`src/rtl/wrd_pkg.sv`:
```
// shared types, constants and lookup functions for the week row day numbers block
// no dependencies
`default_nettype none

package wrd_pkg;

	localparam int YEAR_W = 14;
	localparam int MONTH_W = 4;
	localparam int DAY_W = 5;
	localparam int WOFF_W = 3;
	localparam int COL_W = 3;
	localparam int WDAY_W = 3;
	localparam int CUR_W = 8;
	localparam int CENT_W = 7;
	localparam int ZTERM_W = 6;
	localparam int ZSUM_W = 9;

	localparam int YEAR_MIN = 1583;
	localparam int YEAR_MAX = 9999;
	localparam int FEB_LEAP = 29;
	localparam int RECIP_100 = 5243;
	localparam int RECIP_100_SHIFT = 19;
	localparam int RECIP_7 = 293;
	localparam int RECIP_7_SHIFT = 11;
	localparam int ZSUM_BIAS = 280;

	localparam logic [MONTH_W-1:0] MON_JAN = 4'd1;
	localparam logic [MONTH_W-1:0] MON_FEB = 4'd2;
	localparam logic [MONTH_W-1:0] MON_MAR = 4'd3;
	localparam logic [MONTH_W-1:0] MON_APR = 4'd4;
	localparam logic [MONTH_W-1:0] MON_MAY = 4'd5;
	localparam logic [MONTH_W-1:0] MON_JUN = 4'd6;
	localparam logic [MONTH_W-1:0] MON_JUL = 4'd7;
	localparam logic [MONTH_W-1:0] MON_AUG = 4'd8;
	localparam logic [MONTH_W-1:0] MON_SEP = 4'd9;
	localparam logic [MONTH_W-1:0] MON_OCT = 4'd10;
	localparam logic [MONTH_W-1:0] MON_NOV = 4'd11;
	localparam logic [MONTH_W-1:0] MON_DEC = 4'd12;
	localparam logic [MONTH_W-1:0] MON_XJAN = 4'd13;
	localparam logic [MONTH_W-1:0] MON_XFEB = 4'd14;

	localparam logic [COL_W-1:0] COL_LAST = 3'd6;
	localparam logic signed [WOFF_W-1:0] WOFF_NEG_SAT = -3'sd3;
	localparam logic signed [WOFF_W-1:0] WOFF_NEG_MAX = -3'sd4;

	typedef struct packed {
		logic [DAY_W-1:0] day;
		logic [MONTH_W-1:0] month;
		logic signed [WOFF_W-1:0] woff;
		logic [WDAY_W-1:0] wday;
		logic leap;
	} wrd_date_t;

	function automatic logic [DAY_W-1:0] month_len(input logic [MONTH_W-1:0] m,
		input logic leap);
		logic [DAY_W-1:0] len;
		unique case (m)
			MON_FEB: len = leap ? DAY_W'(FEB_LEAP) : 5'd28;
			MON_APR, MON_JUN, MON_SEP, MON_NOV: len = 5'd30;
			default: len = 5'd31;
		endcase
		return len;
	endfunction

	// floor(13 * (m + 1) / 5) for the shifted month 3..14
	function automatic logic [ZTERM_W-1:0] zeller_term(input logic [MONTH_W-1:0] m);
		logic [ZTERM_W-1:0] t;
		unique case (m)
			MON_MAR: t = 6'd10;
			MON_APR: t = 6'd13;
			MON_MAY: t = 6'd15;
			MON_JUN: t = 6'd18;
			MON_JUL: t = 6'd20;
			MON_AUG: t = 6'd23;
			MON_SEP: t = 6'd26;
			MON_OCT: t = 6'd28;
			MON_NOV: t = 6'd31;
			MON_DEC: t = 6'd33;
			MON_XJAN: t = 6'd36;
			MON_XFEB: t = 6'd39;
			default: t = 6'd0;
		endcase
		return t;
	endfunction

endpackage

`default_nettype wire

```
`src/rtl/wrd_in_if.sv`:
```
// date request channel: valid, ready and the reference date with week offset
// depends on wrd_pkg
`default_nettype none

interface wrd_in_if;
	logic valid;
	logic ready;
	logic [wrd_pkg::YEAR_W-1:0] year;
	logic [wrd_pkg::MONTH_W-1:0] month;
	logic [wrd_pkg::DAY_W-1:0] day;
	logic signed [wrd_pkg::WOFF_W-1:0] week_shift;

	modport source(output valid, year, month, day, week_shift, input ready);
	modport sink(input valid, year, month, day, week_shift, output ready);
endinterface

`default_nettype wire

```
`src/rtl/wrd_out_if.sv`:
```
// day number result channel: valid, ready and one weekday column per transfer
// depends on wrd_pkg
`default_nettype none

interface wrd_out_if;
	logic valid;
	logic ready;
	logic [wrd_pkg::DAY_W-1:0] day_number;
	logic [wrd_pkg::COL_W-1:0] column;
	logic last;

	modport source(output valid, day_number, column, last, input ready);
	modport sink(input valid, day_number, column, last, output ready);
endinterface

`default_nettype wire

```
`src/rtl/wrd_weekday.sv`:
```
// five stage pipeline: input clamping, century split, leap year and weekday by zeller
// depends on wrd_pkg and wrd_in_if
`default_nettype none

module wrd_weekday (
	input  wire logic clk,
	input  wire logic arst_n,
	wrd_in_if.sink dates,
	output logic wk_valid,
	input  wire logic wk_ready,
	output wrd_pkg::wrd_date_t wk
);
	import wrd_pkg::*;

	localparam int PROD_W = 27;
	localparam int MOD_PROD_W = 20;

	logic adv_s1, adv_s2, adv_s3, adv_s4, adv_s5;
	logic valid_s1, valid_s2, valid_s3, valid_s4, valid_s5;

	logic [YEAR_W-1:0] year_c, year_a;
	logic [MONTH_W-1:0] month_c, month_a;
	logic signed [WOFF_W-1:0] woff_c;

	logic [YEAR_W-1:0] year_s1, ya_s1;
	logic [MONTH_W-1:0] month_s1, ma_s1;
	logic [DAY_W-1:0] day_s1;
	logic signed [WOFF_W-1:0] woff_s1;

	logic [PROD_W-1:0] jy_prod, j_prod;
	logic [YEAR_W-1:0] year_s2, ya_s2;
	logic [CENT_W-1:0] jy_s2, j_s2;
	logic [MONTH_W-1:0] month_s2, ma_s2;
	logic [DAY_W-1:0] day_s2;
	logic signed [WOFF_W-1:0] woff_s2;

	logic [YEAR_W-1:0] ky_diff, k_diff;
	logic [CENT_W-1:0] ky;
	logic leap_c;
	logic [CENT_W-1:0] k_s3, j_s3;
	logic [ZTERM_W-1:0] t_s3;
	logic leap_s3;
	logic [MONTH_W-1:0] month_s3;
	logic [DAY_W-1:0] day_s3;
	logic signed [WOFF_W-1:0] woff_s3;

	logic [ZSUM_W:0] zsum;
	logic [ZSUM_W-1:0] sum_s4;
	logic leap_s4;
	logic [MONTH_W-1:0] month_s4;
	logic [DAY_W-1:0] day_s4;
	logic signed [WOFF_W-1:0] woff_s4;

	logic [MOD_PROD_W-1:0] q_prod;
	logic [CENT_W-1:0] q7;
	logic [ZSUM_W-1:0] h_full;
	logic [WDAY_W-1:0] h7, wday_c;
	wrd_date_t date_s5;

	assign adv_s5 = !valid_s5 || wk_ready;
	assign adv_s4 = !valid_s4 || adv_s5;
	assign adv_s3 = !valid_s3 || adv_s4;
	assign adv_s2 = !valid_s2 || adv_s3;
	assign adv_s1 = !valid_s1 || adv_s2;
	assign dates.ready = adv_s1;

	always_ff @(posedge clk or negedge arst_n) begin
		if (!arst_n) begin
			valid_s1 <= 1'b0;
			valid_s2 <= 1'b0;
			valid_s3 <= 1'b0;
			valid_s4 <= 1'b0;
			valid_s5 <= 1'b0;
		end else begin
			if (adv_s1) valid_s1 <= dates.valid;
			if (adv_s2) valid_s2 <= valid_s1;
			if (adv_s3) valid_s3 <= valid_s2;
			if (adv_s4) valid_s4 <= valid_s3;
			if (adv_s5) valid_s5 <= valid_s4;
		end
	end

	// stage 1: clamp fields, shift jan and feb to the previous year
	always_comb begin
		priority if (dates.year < YEAR_W'(YEAR_MIN)) year_c = YEAR_W'(YEAR_MIN);
		else if (dates.year > YEAR_W'(YEAR_MAX)) year_c = YEAR_W'(YEAR_MAX);
		else year_c = dates.year;
		priority if (dates.month < MON_JAN) month_c = MON_JAN;
		else if (dates.month > MON_DEC) month_c = MON_DEC;
		else month_c = dates.month;
		woff_c = (dates.week_shift == WOFF_NEG_MAX) ? WOFF_NEG_SAT : dates.week_shift;
		if (month_c < MON_MAR) begin
			month_a = month_c + MON_DEC;
			year_a = year_c - YEAR_W'(1);
		end else begin
			month_a = month_c;
			year_a = year_c;
		end
	end

	always_ff @(posedge clk) begin
		if (adv_s1) begin
			year_s1 <= year_c;
			ya_s1 <= year_a;
			month_s1 <= month_c;
			ma_s1 <= month_a;
			day_s1 <= dates.day;
			woff_s1 <= woff_c;
		end
	end

	// stage 2: century by reciprocal multiply
	assign jy_prod = PROD_W'(year_s1) * PROD_W'(RECIP_100);
	assign j_prod = PROD_W'(ya_s1) * PROD_W'(RECIP_100);

	always_ff @(posedge clk) begin
		if (adv_s2) begin
			jy_s2 <= jy_prod[RECIP_100_SHIFT +: CENT_W];
			j_s2 <= j_prod[RECIP_100_SHIFT +: CENT_W];
			year_s2 <= year_s1;
			ya_s2 <= ya_s1;
			month_s2 <= month_s1;
			ma_s2 <= ma_s1;
			day_s2 <= day_s1;
			woff_s2 <= woff_s1;
		end
	end

	// stage 3: year within century, leap year, month term
	assign ky_diff = year_s2 - YEAR_W'(jy_s2) * YEAR_W'(100);
	assign k_diff = ya_s2 - YEAR_W'(j_s2) * YEAR_W'(100);
	assign ky = ky_diff[CENT_W-1:0];
	assign leap_c = ((year_s2[1:0] == 2'd0) && (ky != '0))
		|| ((ky == '0) && (jy_s2[1:0] == 2'd0));

	always_ff @(posedge clk) begin
		if (adv_s3) begin
			k_s3 <= k_diff[CENT_W-1:0];
			j_s3 <= j_s2;
			t_s3 <= zeller_term(ma_s2);
			leap_s3 <= leap_c;
			month_s3 <= month_s2;
			day_s3 <= day_s2;
			woff_s3 <= woff_s2;
		end
	end

	// stage 4: congruence sum, biased to stay positive
	assign zsum = (ZSUM_W+1)'(ZSUM_BIAS) + (ZSUM_W+1)'(day_s3) + (ZSUM_W+1)'(t_s3)
		+ (ZSUM_W+1)'(k_s3) + (ZSUM_W+1)'(k_s3[CENT_W-1:2])
		+ (ZSUM_W+1)'(j_s3[CENT_W-1:2]) - (ZSUM_W+1)'({j_s3, 1'b0});

	always_ff @(posedge clk) begin
		if (adv_s4) begin
			sum_s4 <= zsum[ZSUM_W-1:0];
			leap_s4 <= leap_s3;
			month_s4 <= month_s3;
			day_s4 <= day_s3;
			woff_s4 <= woff_s3;
		end
	end

	// stage 5: modulo 7 and shift to monday as zero
	assign q_prod = MOD_PROD_W'(sum_s4) * MOD_PROD_W'(RECIP_7);
	assign q7 = q_prod[RECIP_7_SHIFT +: CENT_W];
	assign h_full = sum_s4 - ZSUM_W'(q7) * ZSUM_W'(7);
	assign h7 = h_full[WDAY_W-1:0];
	assign wday_c = (h7 >= WDAY_W'(2)) ? h7 - WDAY_W'(2) : h7 + WDAY_W'(5);

	always_ff @(posedge clk) begin
		if (adv_s5) begin
			date_s5.day <= day_s4;
			date_s5.month <= month_s4;
			date_s5.woff <= woff_s4;
			date_s5.wday <= wday_c;
			date_s5.leap <= leap_s4;
		end
	end

	assign wk_valid = valid_s5;
	assign wk = date_s5;

`ifndef SYNTHESIS
	a_wday_range: assert property (@(posedge clk) disable iff (!arst_n)
		valid_s5 |-> date_s5.wday <= COL_LAST)
		else $error("weekday out of range");
	a_month_range: assert property (@(posedge clk) disable iff (!arst_n)
		valid_s5 |-> (date_s5.month >= MON_JAN) && (date_s5.month <= MON_DEC))
		else $error("clamped month out of range");
	a_stall_holds: assert property (@(posedge clk) disable iff (!arst_n)
		valid_s5 && !wk_ready |=> valid_s5 && $stable(date_s5))
		else $error("stalled weekday result changed");
`endif

endmodule

`default_nettype wire

```
`src/rtl/wrd_emit.sv`:
```
// week start, month boundary correction and serial output of the seven columns
// depends on wrd_pkg and wrd_out_if
`default_nettype none

module wrd_emit (
	input  wire logic clk,
	input  wire logic arst_n,
	input  wire logic wk_valid,
	output logic wk_ready,
	input  wire wrd_pkg::wrd_date_t wk,
	wrd_out_if.source days
);
	import wrd_pkg::*;

	logic active_q;
	logic signed [CUR_W-1:0] cur_q;
	logic [MONTH_W-1:0] cm_q;
	logic [COL_W-1:0] col_q;
	logic leap_q;

	logic out_valid_q;
	logic [DAY_W-1:0] out_day_q;
	logic [COL_W-1:0] out_col_q;
	logic out_last_q;

	logic load_out, take;
	logic signed [CUR_W-1:0] woff_x, cur_init, cur_fix;
	logic [MONTH_W-1:0] prev_m, next_m, cm_fix;
	logic [DAY_W-1:0] len_cur, len_prev;

	assign load_out = active_q && (!out_valid_q || days.ready);
	assign take = !active_q || (load_out && (col_q == COL_LAST));
	assign wk_ready = take;

	assign woff_x = CUR_W'(wk.woff);
	assign cur_init = $signed(CUR_W'(wk.day)) - $signed(CUR_W'(wk.wday))
		+ (woff_x <<< 3) - woff_x;

	always_comb begin
		prev_m = (cm_q == MON_JAN) ? MON_DEC : cm_q - MONTH_W'(1);
		next_m = (cm_q == MON_DEC) ? MON_JAN : cm_q + MONTH_W'(1);
		len_cur = month_len(cm_q, leap_q);
		len_prev = month_len(prev_m, leap_q);
		priority if (cur_q < $signed(CUR_W'(1))) begin
			cur_fix = cur_q + $signed(CUR_W'(len_prev));
			cm_fix = prev_m;
		end else if (cur_q > $signed(CUR_W'(len_cur))) begin
			cur_fix = cur_q - $signed(CUR_W'(len_cur));
			cm_fix = next_m;
		end else begin
			cur_fix = cur_q;
			cm_fix = cm_q;
		end
	end

	always_ff @(posedge clk or negedge arst_n) begin
		if (!arst_n) begin
			active_q <= 1'b0;
			col_q <= '0;
		end else if (take && wk_valid) begin
			active_q <= 1'b1;
			col_q <= '0;
		end else if (load_out) begin
			if (col_q == COL_LAST) begin
				active_q <= 1'b0;
				col_q <= '0;
			end else begin
				col_q <= col_q + COL_W'(1);
			end
		end
	end

	always_ff @(posedge clk) begin
		if (take && wk_valid) begin
			cur_q <= cur_init;
			cm_q <= wk.month;
			leap_q <= wk.leap;
		end else if (load_out) begin
			cur_q <= cur_fix + CUR_W'(1);
			cm_q <= cm_fix;
		end
	end

	always_ff @(posedge clk or negedge arst_n) begin
		if (!arst_n) begin
			out_valid_q <= 1'b0;
		end else if (load_out) begin
			out_valid_q <= 1'b1;
		end else if (days.ready) begin
			out_valid_q <= 1'b0;
		end
	end

	always_ff @(posedge clk) begin
		if (load_out) begin
			out_day_q <= cur_fix[DAY_W-1:0];
			out_col_q <= col_q;
			out_last_q <= (col_q == COL_LAST);
		end
	end

	assign days.valid = out_valid_q;
	assign days.day_number = out_day_q;
	assign days.column = out_col_q;
	assign days.last = out_last_q;

`ifndef SYNTHESIS
	a_day_nonzero: assert property (@(posedge clk) disable iff (!arst_n)
		out_valid_q |-> out_day_q != '0)
		else $error("day number zero on output");
	a_take_at_end: assert property (@(posedge clk) disable iff (!arst_n)
		take && active_q |-> load_out && (col_q == COL_LAST))
		else $error("new week started before seven columns sent");
	a_idle_col: assert property (@(posedge clk) disable iff (!arst_n)
		!active_q |-> col_q == '0)
		else $error("column count not cleared while idle");
	a_month_valid: assert property (@(posedge clk) disable iff (!arst_n)
		active_q |-> (cm_q >= MON_JAN) && (cm_q <= MON_DEC))
		else $error("running month out of range");
	a_col_order: assert property (@(posedge clk) disable iff (!arst_n)
		load_out && active_q && (col_q != COL_LAST) |=> active_q && (col_q != '0))
		else $error("column sequence broken");
`endif

endmodule

`default_nettype wire

```
`src/rtl/week_row_day_numbers.sv`:
```
// Takes a Gregorian date with a week offset and returns the day-of-month numbers of the
// Monday-to-Sunday week that lies that many weeks away, one column per result transfer,
// the Sunday column marked last. The weekday is found by Zeller's congruence in a five
// stage pipeline; month crossings use the month lengths with leap February and wrap at
// the year ends. Each date yields seven column transfers on the single result channel,
// and a new date is taken while the previous week is still being sent. Years are clamped
// to 1583..9999, months to 1..12 and an offset of -4 to -3.
// depends on wrd_pkg, wrd_in_if, wrd_out_if, wrd_weekday and wrd_emit
`default_nettype none

module week_row_day_numbers (
	input  wire logic clk,
	input  wire logic arst_n,
	wrd_in_if.sink dates,
	wrd_out_if.source days
);
	import wrd_pkg::*;

	logic wk_valid;
	logic wk_ready;
	wrd_date_t wk;

	wrd_weekday u_weekday (
		.clk(clk),
		.arst_n(arst_n),
		.dates(dates),
		.wk_valid(wk_valid),
		.wk_ready(wk_ready),
		.wk(wk)
	);

	wrd_emit u_emit (
		.clk(clk),
		.arst_n(arst_n),
		.wk_valid(wk_valid),
		.wk_ready(wk_ready),
		.wk(wk),
		.days(days)
	);

endmodule

`default_nettype wire
```
`src/flat_wrapper.sv`:
```
// flat-port wrapper written by rule: the top's interface ports become plain ports
module week_row_day_numbers_flat import wrd_pkg::*;
  (clk, arst_n, dates_valid, dates_year, dates_month, dates_day, dates_week_shift, dates_ready, days_valid, days_day_number, days_column, days_last, days_ready);
  wrd_in_if dates_i ();
  wrd_out_if days_i ();
  input  wire logic clk;
  input  wire logic arst_n;
  input wire logic [$bits(dates_i.valid)-1:0] dates_valid;
  input wire logic [$bits(dates_i.year)-1:0] dates_year;
  input wire logic [$bits(dates_i.month)-1:0] dates_month;
  input wire logic [$bits(dates_i.day)-1:0] dates_day;
  input wire logic [$bits(dates_i.week_shift)-1:0] dates_week_shift;
  output wire logic [$bits(dates_i.ready)-1:0] dates_ready;
  output wire logic [$bits(days_i.valid)-1:0] days_valid;
  output wire logic [$bits(days_i.day_number)-1:0] days_day_number;
  output wire logic [$bits(days_i.column)-1:0] days_column;
  output wire logic [$bits(days_i.last)-1:0] days_last;
  input wire logic [$bits(days_i.ready)-1:0] days_ready;
  assign dates_i.valid = dates_valid;
  assign dates_i.year = dates_year;
  assign dates_i.month = dates_month;
  assign dates_i.day = dates_day;
  assign dates_i.week_shift = dates_week_shift;
  assign dates_ready = dates_i.ready;
  assign days_valid = days_i.valid;
  assign days_day_number = days_i.day_number;
  assign days_column = days_i.column;
  assign days_last = days_i.last;
  assign days_i.ready = days_ready;
  week_row_day_numbers u_core (.clk(clk), .arst_n(arst_n), .dates(dates_i), .days(days_i));
endmodule
```
`config.mk`:
```
export PLATFORM = sky130hd
export DESIGN_NAME = week_row_day_numbers_flat
export DESIGN_NICKNAME = d
export VERILOG_FILES = /design/src/rtl/wrd_pkg.sv /design/src/rtl/wrd_in_if.sv /design/src/rtl/wrd_out_if.sv /design/src/rtl/wrd_weekday.sv /design/src/rtl/wrd_emit.sv /design/src/rtl/week_row_day_numbers.sv /design/src/flat_wrapper.sv
export SDC_FILE = /design/constraint.sdc
export NUM_CORES = 1
export LEC_CHECK = 0
export ABC_AREA = 1
export BUFFER_PORTS_ARGS = -buffer_cell sky130_fd_sc_hd__buf_2
export CAP_MARGIN = 20
export CELL_PAD_IN_SITES_DETAIL_PLACEMENT = 2
export CELL_PAD_IN_SITES_GLOBAL_PLACEMENT = 2
export CORE_MARGIN = 1.5
export CORE_UTILIZATION = 43
export DETAILED_ROUTE_END_ITERATION = 8
export PLACE_DENSITY = 0.84
export SLEW_MARGIN = 10
export SYNTH_ARGS = -nofsm -noshare
export SYNTH_HDL_FRONTEND = slang
export SYNTH_SLANG_ARGS = --single-unit
```
`constraint.sdc`:
```
create_clock -name clk -period 7.05 [get_ports clk]
set_input_delay 1.0575 -clock clk [delete_from_list [all_inputs] [get_ports clk]]
set_output_delay 1.0575 -clock clk [all_outputs]
set_load 0.01 [all_outputs]
```
==> results.cfg <==
[finish]
finalNetCount = 2236
seqCellArea_um2 = 5505
area_growth_pct = 8.309
layout_commonest_cell = inv_1
multiInputGateArea_um2 = 10180
drive_above_1_share_pct = 6.854
layout_common_cells = inv_1, ha_1, nand2_1
layoutNonFillerInstCount = 2305
diodes = 0
nFillCells = 4220

[placement]
gp_congestion = 0.8775
dp.cells = 2272
portBuffers = 40
dp_hpwl_um = 42880

[clock_network]
numCtsBuffers = 17
htreeDepth = 4
cts_resized = 0
cts_root_buffer = clkbuf_16
path_clk_slew_ns = 0.08
clk_path_buf_depth = 2
clkSinkCount = 185
insertion_delay_ns = 0.46
post_cts.repair.setup_buffers = 0
cts_tree = yes
cts_hold_buffers = 0

[timing]
finalCriticalPeriod_ns = 5.483
finalSetupViolations = 0
rsz0062_at_grt = false
timing.fmax_mhz = 182.4
setup-tns-final_ns = 0
hold_viol = 0
final_max_slew_viol_count = 0
fin_crit_sh_pct = 77.77
tightest_slew_ns = 0.8635
relSlewSlack_pct = 42.37
fin_skew_ns = 0.01365

[yosys]
ys_ff_latch = 185
synth_top_area_cell = edfxtp_1
async_flop_share_pct = 5.405
synth_area_per_cell_um2 = 10.10
synthFlopType = edfxtp_1
synth_cell_types = 51
synth-edff-count = 175
netlist_instances = 1712
syn_nets = 2181
yosys.area.top_type_share_pct = 30.40
syn_area_um2 = 17290
seq_area_frac_synth_pct = 31.85
synth-warning-count = 0
synth.area.top_cells = edfxtp_1, ha_1, fa_1

[routing]
vias = 12260
dr.pass1.iters = 5
drcViolationCount = 0
drt-total-wl_um = 53190
ant_nets = 0
drtIter0Drc = 491
post_drt_wl_per_cell_um = 23.08
via_per_inst = 5.318

[critical_path]
required_ns = 7.27
crit_path_end_kind = flop
arrival_ns = 5.70
path_class = reg2reg
worstPathMaxFanout = 6
start_kind = flop
ff2ff_setup_slack_ns = 1.57

[min_path]
hold_path.class = reg2reg

[floorplanning]
start_util_pct = 43.51
coreArea_um2 = 39730
fp.dieArea_um2 = 41410
io_pins = 41
die_w_um = 203.5
rows = 73
die_y_um = 203.5

[grt]
grt_pass1_wl_um = 83780
gr-total-overflow = 0
grt_max_degree = 44
grtUsageTotal_pct = 27.08
first_global_vias = 14880
antenna_found_initial = 0

[flow_run]
maxCapViolations = 0

[status]
status = complete, no violations
synth_stat cells (5+ instances only):
cell,number
nor2_1,79
dfrtp_1,10
xnor2_1,16
fa_1,158
o211ai_1,6
nand2_1,221
inv_1,408
nor2_2,11
o21ai_0,53
nor4_1,5
a21oi_1,70
nand4_1,15
nand3_2,6
nor3_1,13
ha_1,281
edfxtp_1,175
o21bai_1,7
nand2_4,5
inv_2,6
nand3b_1,6
xor2_1,51
nand3_1,60
worst max-delay path, cell delays in order, from the launching register on:
cell and delay, ns:
edfxtp_1 0.53, ha_1 0.37, fa_1 0.51, inv_1 0.06, fa_1 0.53, inv_1 0.05
ha_1 0.30, a21o_1 0.20, a21oi_1 0.28, xor2_1 0.29, inv_1 0.12, nand2_1 0.09
nand2_1 0.08, fa_1 0.44, xor2_1 0.18, nand3b_1 0.19, nand2_1 0.09, nand2_1 0.07
nand2_1 0.09, nand3_1 0.11, nand2_1 0.11, inv_1 0.05, ha_1 0.17, nand2_1 0.14
inv_1 0.09, nand2_1 0.07, nand2_1 0.05
metal layers:
metal	track usage (%)	part of all wire (%)	up-vias
met2	52.13	55	224
li1	-	-	5611
met4	12.70	4.6	0
met1	29.03	38	6296
met3	3.563	2.5	126
met5	0	0	-
sequential cells by signal, indices dropped and copies added (netlist names), 4 cells and up:
| register | cells |
|---|---|
| u_core.u_weekday.day_s4 | 5 |
| u_core.u_weekday.ya_s1 | 14 |
| u_core.u_weekday.j_s2 | 7 |
| u_core.u_weekday.day_s1 | 5 |
| u_core.u_emit.days.day_number | 5 |
| u_core.u_weekday.ya_s2 | 7 |
| u_core.u_weekday.day_s3 | 5 |
| u_core.u_emit.cur_q | 8 |
| u_core.u_weekday.month_s1 | 4 |
| u_core.u_weekday.year_s2 | 7 |
| u_core.u_weekday.month_s2 | 4 |
| u_core.u_weekday.month_s3 | 4 |
| u_core.u_weekday.day_s2 | 5 |
| u_core.u_weekday.sum_s4 | 9 |
| u_core.u_weekday.wk | 16 |
| u_core.u_weekday.month_s4 | 4 |
| u_core.u_weekday.j_s3 | 7 |
| u_core.u_weekday.t_s3 | 6 |
| u_core.u_weekday.jy_s2 | 5 |
| u_core.u_emit.cm_q | 4 |
| u_core.u_weekday.year_s1 | 14 |
| u_core.u_weekday.k_s3 | 7 |
cells by family (layout without fill, tap and decap cells):
family / count (synthesis) / count (layout) / synth area share [%]
multiplexers: 1 / 1 / 0.05791
XOR/XNOR: 67 / 67 / 3.395
adder cells (fa/ha/maj): 439 / 439 / 38.64
AO/OA/AOI/OAI: 160 / 160 / 5.291
AND/OR/NAND/NOR: 438 / 438 / 11.48
buffers and inverters: 422 / 490 / 9.294
flip-flops: 185 / 185 / 31.85
path summary, 6_finish.rpt:
kind / startpoint / end / cells after the start
min: u_core.u_weekday.woff_s4[2] / u_core.u_weekday.wk[6] / 0
max reg2reg: u_core.u_weekday.sum_s4[2] / u_core.u_weekday.wk[1] / 26
min reg2reg: u_core.u_weekday.woff_s4[2] / u_core.u_weekday.wk[6] / 0
min in group asynchronous: arst_n / u_core.u_weekday.valid_s4 / 1
max: u_core.u_weekday.sum_s4[2] / u_core.u_weekday.wk[1] / 26
max in group asynchronous: arst_n / u_core.u_weekday.valid_s1 / 1
stage by stage:
step           cell area (µm²)  utilization, %  hold WS [ns]  setup slack [ns]
2_1_floorplan            17290               -        0.4003             2.059
3_3_place_gp             18120           45.60        0.4011             1.881
3_5_place_dp             18120           45.60        0.4065             1.552
4_1_cts                  18720           47.10        0.4234             1.543
5_1_grt                  18720           47.12        0.4345             1.123
6_report                 18720           47.12        0.4195             1.567
cell type report:
class / count / share of cell area (%)
Clock buffer: 19 / 2.366
Tap cell: 525 / 3.508
Sequential cell: 185 / 29.40
Multi-Input combinational cell: 1105 / 54.36
Timing Repair Buffer: 44 / 1.230
Clock inverter: 13 / 0.8353
Inverter: 414 / 8.300
Power is left out: the tool's default activity adds up to more than one toggle a clock period on the data nets, which glitch-free logic cannot reach.
